[src/rtl/varint_length_deframer_defines.svh]
// Assertion macros for the varint length deframer.
// Used by the top level; expects i_clk and i_rst_n in scope.
`ifndef VARINT_LENGTH_DEFRAMER_DEFINES_SVH
`define VARINT_LENGTH_DEFRAMER_DEFINES_SVH

// Check cond in the same cycle as trig.
`define VLD_ASSERT_SAME(label, trig, cond) \
    label: assert property (@(posedge i_clk) disable iff (!i_rst_n) (trig) |-> (cond)) \
        else $error("deframer check failed");

// Check cond in the cycle after trig.
`define VLD_ASSERT_NEXT(label, trig, cond) \
    label: assert property (@(posedge i_clk) disable iff (!i_rst_n) (trig) |=> (cond)) \
        else $error("deframer check failed");

`endif

[src/rtl/vld_pkg.sv]
// Shared types and constants for the varint length deframer.
// No dependencies.
`default_nettype none
package vld_pkg;

    localparam int unsigned LEN_W      = 28;
    localparam int unsigned NEED_W     = 29;
    localparam int unsigned PCNT_W     = 3;
    localparam int unsigned CTRL_TOTAL = 3;

    localparam logic [1:0] KIND_PREFIX  = 2'd0;
    localparam logic [1:0] KIND_DATA    = 2'd1;
    localparam logic [1:0] KIND_CONTROL = 2'd2;

    typedef enum logic [1:0] {
        PH_IDLE    = 2'd0,
        PH_PREFIX  = 2'd1,
        PH_PAYLOAD = 2'd2,
        PH_CONTROL = 2'd3
    } t_phase;

    typedef struct packed {
        logic [1:0]        byte_kind;
        logic              frame_last;
        logic [NEED_W-1:0] still_needed;
        logic [LEN_W-1:0]  payload_length;
        logic [PCNT_W-1:0] prefix_length;
        logic [1:0]        control_length;
        logic              prefix_error;
    } t_result;

endpackage
`default_nettype wire

[src/rtl/vld_core.sv]
// Frame parser state and per-byte classification logic.
// Depends on vld_pkg.
`default_nettype none
module vld_core
    import vld_pkg::*;
#(
    parameter int unsigned MAX_PREFIX_BYTES = 4
) (
    input  wire logic       i_clk,
    input  wire logic       i_rst_n,
    input  wire logic       i_step,
    input  wire logic [7:0] i_byte,
    input  wire logic       i_compressed,
    output t_result         o_res
);

    localparam int unsigned CNT_W = $clog2(MAX_PREFIX_BYTES + 1);

    t_phase             r_phase, n_phase;
    logic [LEN_W-1:0]   r_acc, n_acc;
    logic [CNT_W-1:0]   r_cnt, n_cnt;
    logic [LEN_W-1:0]   r_left, n_left;

    logic [LEN_W-1:0]   acc_base;
    logic [LEN_W-1:0]   acc_new;
    logic [CNT_W-1:0]   cnt_base;
    logic [CNT_W-1:0]   cnt_new;
    logic [LEN_W-1:0]   left_dec;

    function automatic logic [NEED_W-1:0] report_need(input logic comp,
                                                       input logic [LEN_W-1:0] left);
        return comp ? NEED_W'(1) : NEED_W'(left);
    endfunction

    always_comb begin
        acc_base = (r_phase == PH_IDLE) ? '0 : r_acc;
        cnt_base = (r_phase == PH_IDLE) ? '0 : r_cnt;
        acc_new  = {acc_base[LEN_W-8:0], i_byte[6:0]};
        cnt_new  = cnt_base + CNT_W'(1);
        left_dec = r_left - LEN_W'(1);
    end

    always_comb begin
        n_phase = r_phase;
        n_acc   = r_acc;
        n_cnt   = r_cnt;
        n_left  = r_left;
        o_res   = '0;
        o_res.still_needed = NEED_W'(1);
        case (r_phase)
            PH_IDLE, PH_PREFIX: begin
                n_acc                = acc_new;
                n_cnt                = cnt_new;
                o_res.byte_kind      = KIND_PREFIX;
                o_res.payload_length = acc_new;
                o_res.prefix_length  = PCNT_W'(cnt_new);
                if (i_byte[7]) begin
                    if (32'(cnt_new) >= 32'(MAX_PREFIX_BYTES)) begin
                        o_res.prefix_error = 1'b1;
                        n_phase            = PH_IDLE;
                    end else begin
                        n_phase = PH_PREFIX;
                    end
                end else if (acc_new == '0) begin
                    o_res.control_length = 2'(CTRL_TOTAL);
                    o_res.prefix_length  = '0;
                    if (32'(cnt_new) >= 32'(CTRL_TOTAL)) begin
                        o_res.frame_last   = 1'b1;
                        o_res.still_needed = '0;
                        n_left             = '0;
                        n_phase            = PH_IDLE;
                    end else begin
                        n_left             = LEN_W'(CTRL_TOTAL - 32'(cnt_new));
                        o_res.still_needed = report_need(i_compressed,
                                                         LEN_W'(CTRL_TOTAL - 32'(cnt_new)));
                        n_phase            = PH_CONTROL;
                    end
                end else begin
                    n_left             = acc_new;
                    o_res.still_needed = report_need(i_compressed, acc_new);
                    n_phase            = PH_PAYLOAD;
                end
            end
            PH_PAYLOAD, PH_CONTROL: begin
                if (r_phase == PH_PAYLOAD) begin
                    o_res.byte_kind      = KIND_DATA;
                    o_res.payload_length = r_acc;
                    o_res.prefix_length  = PCNT_W'(r_cnt);
                end else begin
                    o_res.byte_kind      = KIND_CONTROL;
                    o_res.control_length = 2'(CTRL_TOTAL);
                end
                if (r_left <= LEN_W'(1)) begin
                    o_res.frame_last   = 1'b1;
                    o_res.still_needed = '0;
                    n_left             = '0;
                    n_phase            = PH_IDLE;
                end else begin
                    n_left             = left_dec;
                    o_res.still_needed = report_need(i_compressed, left_dec);
                end
            end
            default: begin
                n_phase = PH_IDLE;
            end
        endcase
    end

    always_ff @(posedge i_clk) begin
        if (!i_rst_n) begin
            r_phase <= PH_IDLE;
            r_acc   <= '0;
            r_cnt   <= '0;
            r_left  <= '0;
        end else if (i_step) begin
            r_phase <= n_phase;
            r_acc   <= n_acc;
            r_cnt   <= n_cnt;
            r_left  <= n_left;
        end
    end

endmodule
`default_nettype wire

[src/rtl/varint_length_deframer.sv]
// Varint length-prefixed deframer: one result per input byte.
// Each accepted byte is held in the input register; its result is then registered in the output register.
// Throughput: one byte per cycle while the output register is free or drained, set by the frame state update.
// Output register decouples the sides; input stalls only when both registers are full and the output is blocked.
// Reset (synchronous, active low) awaits a prefix, clears both stages, stream_compressed 0.
// Depends on vld_pkg, vld_core and varint_length_deframer_defines.svh.
`default_nettype none
`include "varint_length_deframer_defines.svh"
module varint_length_deframer
    import vld_pkg::*;
#(
    parameter int unsigned MAX_PREFIX_BYTES = 4
) (
    input  wire logic              i_clk,
    input  wire logic              i_rst_n,
    input  wire logic              i_cfg_valid,
    output logic                   o_cfg_ready,
    input  wire logic              i_cfg_stream_compressed,
    input  wire logic              i_in_valid,
    output logic                   o_in_ready,
    input  wire logic [7:0]        i_data_byte,
    output logic                   o_out_valid,
    input  wire logic              i_out_ready,
    output logic [1:0]             o_byte_kind,
    output logic                   o_frame_last,
    output logic [NEED_W-1:0]      o_still_needed,
    output logic [LEN_W-1:0]       o_payload_length,
    output logic [PCNT_W-1:0]      o_prefix_length,
    output logic [1:0]             o_control_length,
    output logic                   o_prefix_error
);

    logic       r_compressed;
    logic       r_in_valid;
    logic [7:0] r_in_byte;
    logic       r_out_valid;
    t_result    r_out;
    t_result    step_res;
    logic       advance;

    assign advance     = r_in_valid && (!r_out_valid || i_out_ready);
    assign o_in_ready  = !r_in_valid || advance;
    assign o_cfg_ready = 1'b1;

    vld_core #(
        .MAX_PREFIX_BYTES (MAX_PREFIX_BYTES)
    ) u_core (
        .i_clk        (i_clk),
        .i_rst_n      (i_rst_n),
        .i_step       (advance),
        .i_byte       (r_in_byte),
        .i_compressed (r_compressed),
        .o_res        (step_res)
    );

    always_ff @(posedge i_clk) begin
        if (!i_rst_n) begin
            r_compressed <= 1'b0;
        end else if (i_cfg_valid) begin
            r_compressed <= i_cfg_stream_compressed;
        end
    end

    always_ff @(posedge i_clk) begin
        if (!i_rst_n) begin
            r_in_valid <= 1'b0;
        end else if (o_in_ready) begin
            r_in_valid <= i_in_valid;
        end
    end

    always_ff @(posedge i_clk) begin
        if (o_in_ready && i_in_valid) begin
            r_in_byte <= i_data_byte;
        end
    end

    always_ff @(posedge i_clk) begin
        if (!i_rst_n) begin
            r_out_valid <= 1'b0;
        end else if (advance) begin
            r_out_valid <= 1'b1;
        end else if (i_out_ready) begin
            r_out_valid <= 1'b0;
        end
    end

    always_ff @(posedge i_clk) begin
        if (advance) begin
            r_out <= step_res;
        end
    end

    assign o_out_valid      = r_out_valid;
    assign o_byte_kind      = r_out.byte_kind;
    assign o_frame_last     = r_out.frame_last;
    assign o_still_needed   = r_out.still_needed;
    assign o_payload_length = r_out.payload_length;
    assign o_prefix_length  = r_out.prefix_length;
    assign o_control_length = r_out.control_length;
    assign o_prefix_error   = r_out.prefix_error;

    `VLD_ASSERT_SAME(a_last_no_need, o_out_valid && o_frame_last, o_still_needed == '0)
    `VLD_ASSERT_SAME(a_err_restart, o_out_valid && o_prefix_error,
        !o_frame_last && (o_still_needed == NEED_W'(1)) && (o_byte_kind == KIND_PREFIX))
    `VLD_ASSERT_SAME(a_prefix_last_ctrl,
        o_out_valid && o_frame_last && (o_byte_kind == KIND_PREFIX),
        o_control_length == 2'(CTRL_TOTAL))
    `VLD_ASSERT_NEXT(a_stall_holds, r_in_valid && !advance, r_in_valid)

endmodule
`default_nettype wire
[config.mk]
export PLATFORM = sky130hd
export DESIGN_NAME = varint_length_deframer
export DESIGN_NICKNAME = d
export VERILOG_FILES = /design/src/rtl/vld_pkg.sv /design/src/rtl/vld_core.sv /design/src/rtl/varint_length_deframer.sv
export VERILOG_INCLUDE_DIRS = /design/src /design/src/rtl
export SDC_FILE = /design/constraint.sdc
export NUM_CORES = 1
export LEC_CHECK = 0
export BUFFER_PORTS_ARGS = -buffer_cell sky130_fd_sc_hd__buf_2
export CAP_MARGIN = 20
export CORE_ASPECT_RATIO = 1.1
export CORE_UTILIZATION = 58
export CTS_CLUSTER_DIAMETER = 40
export CTS_CLUSTER_SIZE = 40
export DETAILED_ROUTE_END_ITERATION = 8
export PLACE_DENSITY = 0.9
export SYNTH_ARGS = -nofsm -noshare
export SYNTH_HDL_FRONTEND = slang
export SYNTH_SLANG_ARGS = --single-unit
export TNS_END_PERCENT = 100
[constraint.sdc]
create_clock -name i_clk -period 3.4 [get_ports i_clk]
set_input_delay 0.17 -clock i_clk [delete_from_list [all_inputs] [get_ports i_clk]]
set_output_delay 0.17 -clock i_clk [all_outputs]
set_load 0.01 [all_outputs]
==> out/qor.yml <==
die:
  die_w_um: 103
  die-area_um2: 11700
  start_util_pct: 59.8
  boundaryPins: 83
  core_area_um2: 11000
  chipHeight_um: 113
  std_cell_rows: 40
critical_path:
  crit_chain: "inv_1 > ha_1 > or3b_1 > or4_4 > o31a_1 > o21ai_1 > a21oi_1"
  critPathLaunchType: "flip-flop"
  crit_buf_inv: 1
  crit_path_max_incr_delay_ns: 0.69
  cp_max_fo: 15
  arrival_ns: 2.92
  cp-end-kind: "flip-flop"
  slowest_stage: "or4_4"
  crit_type: "flip-flop to flip-flop"
  cp_top_family: "simple AND/OR/NAND/NOR gates"
  cp.required_ns: 3.53
timing:
  hold_ws_ns: 0.00363
  fmax_ghz: 0.359
  tns_ns: 0
  finalHoldViolations: 0
  finalCritPeriodShare_pct: 82.0
  tightest_slew_ns: 1.07
  setup_viol: 0
  rsz0062_at_grt: "no"
  fin_crit_ns: 2.79
  skew_ns: 0.00803
  maxSlewHeadroom_pct: 28.6
  slew_viol_final: 0
routing:
  drtIter0Drc: 740
  vias_per_cell: 6.67
  vias: 6106
  ant_nets: 0
  routed_wl_um: 18400
  drcViolationCount: 0
  drt-wirelength-per-cell_um: 20.1
  dr.pass1.iters: 5
power:
  power_density_nw_per_um2: 560
  clock_power_share_pct: 44.0
  power_mw: 4.33
  p_comb_share_pct: 12.9
  ir_drop_v: 0.000424
  cellLeakagePower_nw: 2.83
  pwr-share-seq_pct: 43.1
  p_int_mw: 3.16
  net-switching-power_mw: 1.16
  swShare_pct: 26.9
cts:
  cts_setup_buffers: 0
  clock_latency_ns: 0.42
  hold_buffers: 9
  numCtsBuffers: 17
  cts_sinks: 136
  cts_resized: 0
  cts_tree: "built"
  cts_htree_levels: 4
  cts-root-buf: "clkbuf_16"
  clk_pin_slew_ns: 0.06
  clockBufferDepth: 2
logic_synthesis:
  ys_warn_count: 0
  synth_ff_type: "edfxtp_1"
  async_reset_ff_share_pct: 0
  syn_avg_cell_area_um2: 9.43
  synth_edf_count: 72
  synth_cell_types: 59
  syn_area_um2: 6550
  ys_seq_elements: 136
  synth_fp_nets: 713
  yosysSeqAreaShare_pct: 52.5
  postSynthCellCount: 695
global_routing:
  grt_util_all_layers_pct: 32.3
  antenna_found_initial: 0
  first_global_vias: 5465
  grt_first_pass_wirelength_um: 28400
  grt_max_degree: 63
  grt_overflow_total: 0
flow_run:
  maxCapViolations: 0
min_path:
  worstHoldPathType: "input port to flip-flop"
cells_and_area:
  num_antenna_cells: 0
  drive_gt1_share_pct: 18.6
  area_growth_pct: 17.8
  final_nets: 774
  final_common_cell: "a21oi_1"
  fillers: 788
  layout_common_cells: "a21oi_1 (85), buf_2 (80), edfxtp_1 (72), nand2_1 (70), dfxtp_1 (64)"
  multi_input_area_um2: 2820
  register_area_um2: 3440
placed_design:
  hpwl_um: 11600
  gp_congestion: 0.949
  port_buffers: 80
run_status:
  status: "finished clean"
-- cell families (layout without fill, tap and decap cells) --
group	count (synthesis)	count (layout)	synth area share, %
AO/OA/AOI/OAI	218	218	20.8
multiplexers	3	3	0.458
adder cells (fa/ha/maj)	4	4	0.764
other	2	2	0.115
buffers and inverters	77	151	4.83
flip-flops	136	136	52.5
XOR/XNOR	13	13	1.74
AND/OR/NAND/NOR	242	242	18.8
-- state kept, by name, indices dropped and copies added, names as in the netlist --
name,flops
o_out_valid,1
o_byte_kind,2
o_payload_length,28
o_prefix_length,3
o_control_length,1
u_core.r_cnt,3
u_core.r_acc,28
r_in_byte,8
o_still_needed,28
r_compressed,1
u_core.r_left,28
r_in_valid,1
u_core.r_phase,2
o_prefix_error,1
o_frame_last,1
-- final timing paths --
check | startpoint | end | slack [ns] | cells after the start
hold reg to reg | u_core.r_acc[23] | u_core.r_acc[23] | 0.45 | 2
setup / recovery | u_core.r_left[0] | o_still_needed[24] | 0.61 | 7
hold / removal | i_cfg_stream_compressed | r_compressed | 0.004 | 3
setup reg to reg | u_core.r_left[0] | o_still_needed[24] | 0.61 | 7
-- layer usage --
layer  part of all wire, %  track usage [%]  vias to the layer above
li1                      -                -                     2715
met1                    38             42.9                     2851
met2                    47             49.0                      457
met3                    10             7.72                       83
met4                   4.4             16.8                        0
met5                     0                0                        -
-- cell type report --
| cell class | count | area share (%) |
|---|---|---|
| multi-input cells | 482 | 36.5 |
| clock buffers | 19 | 5.74 |
| flip-flops and latches | 136 | 44.6 |
| well taps | 147 | 2.38 |
| repair buffers | 105 | 7.91 |
| inverters | 14 | 0.681 |
| clock inverters | 13 | 2.19 |
-- through the flow --
stage               utilization [%]  setup slack [ns]  cell area, µm²  cells
floorplan                         -             0.872            6550    695
global placement               64.0             0.796            7020    875
detailed placement             64.0             0.684            7020    875
CTS                            70.4             0.657            7720    916
global route                   70.4             0.519            7720    916
finish                         70.4             0.612            7720    916
-- cell usage after synthesis (all sizes together) (4+ instances only) --
library cell  count  share of area, %
dfxtp            64                20
nor2b             6              0.57
inv              14              0.80
a32o             12               1.8
a22o              9               1.2
and2              4              0.38
a31oi            19               1.8
nor3             25               2.0
a21oi            86               6.6
nor4             23               2.5
o31a              8               1.1
nand3b            4              0.46
or3               7              0.67
clkbuf           53               3.0
o21a              4              0.46
xor2              8               1.1
edfxtp           72                33
o21ai            46               3.5
or4               7              0.86
nand3            42               3.2
nand2            70               4.0
ha                4              0.76
and3              7              0.67
nor2             32               1.8
a22oi             9               1.0
xnor2             5              0.67
buf              10              0.99
-- power by group through the flow --
stage          clock network (mW)  registers (mW)  logic (mW)
6_report                     1.90            1.87       0.558
3_3_place_gp                    0            1.89       0.522
5_1_grt                      1.97            1.87       0.602
4_1_cts                      1.90            1.86       0.546
2_1_floorplan                   0            1.89       0.382
3_5_place_dp                    0            1.90       0.533
-- tightest hold or removal path: stages --
cell     delay [ns]
buf_2          0.07
mux2i_1        0.06
nor2_1         0.08
(Power assumes the default switching activity.)
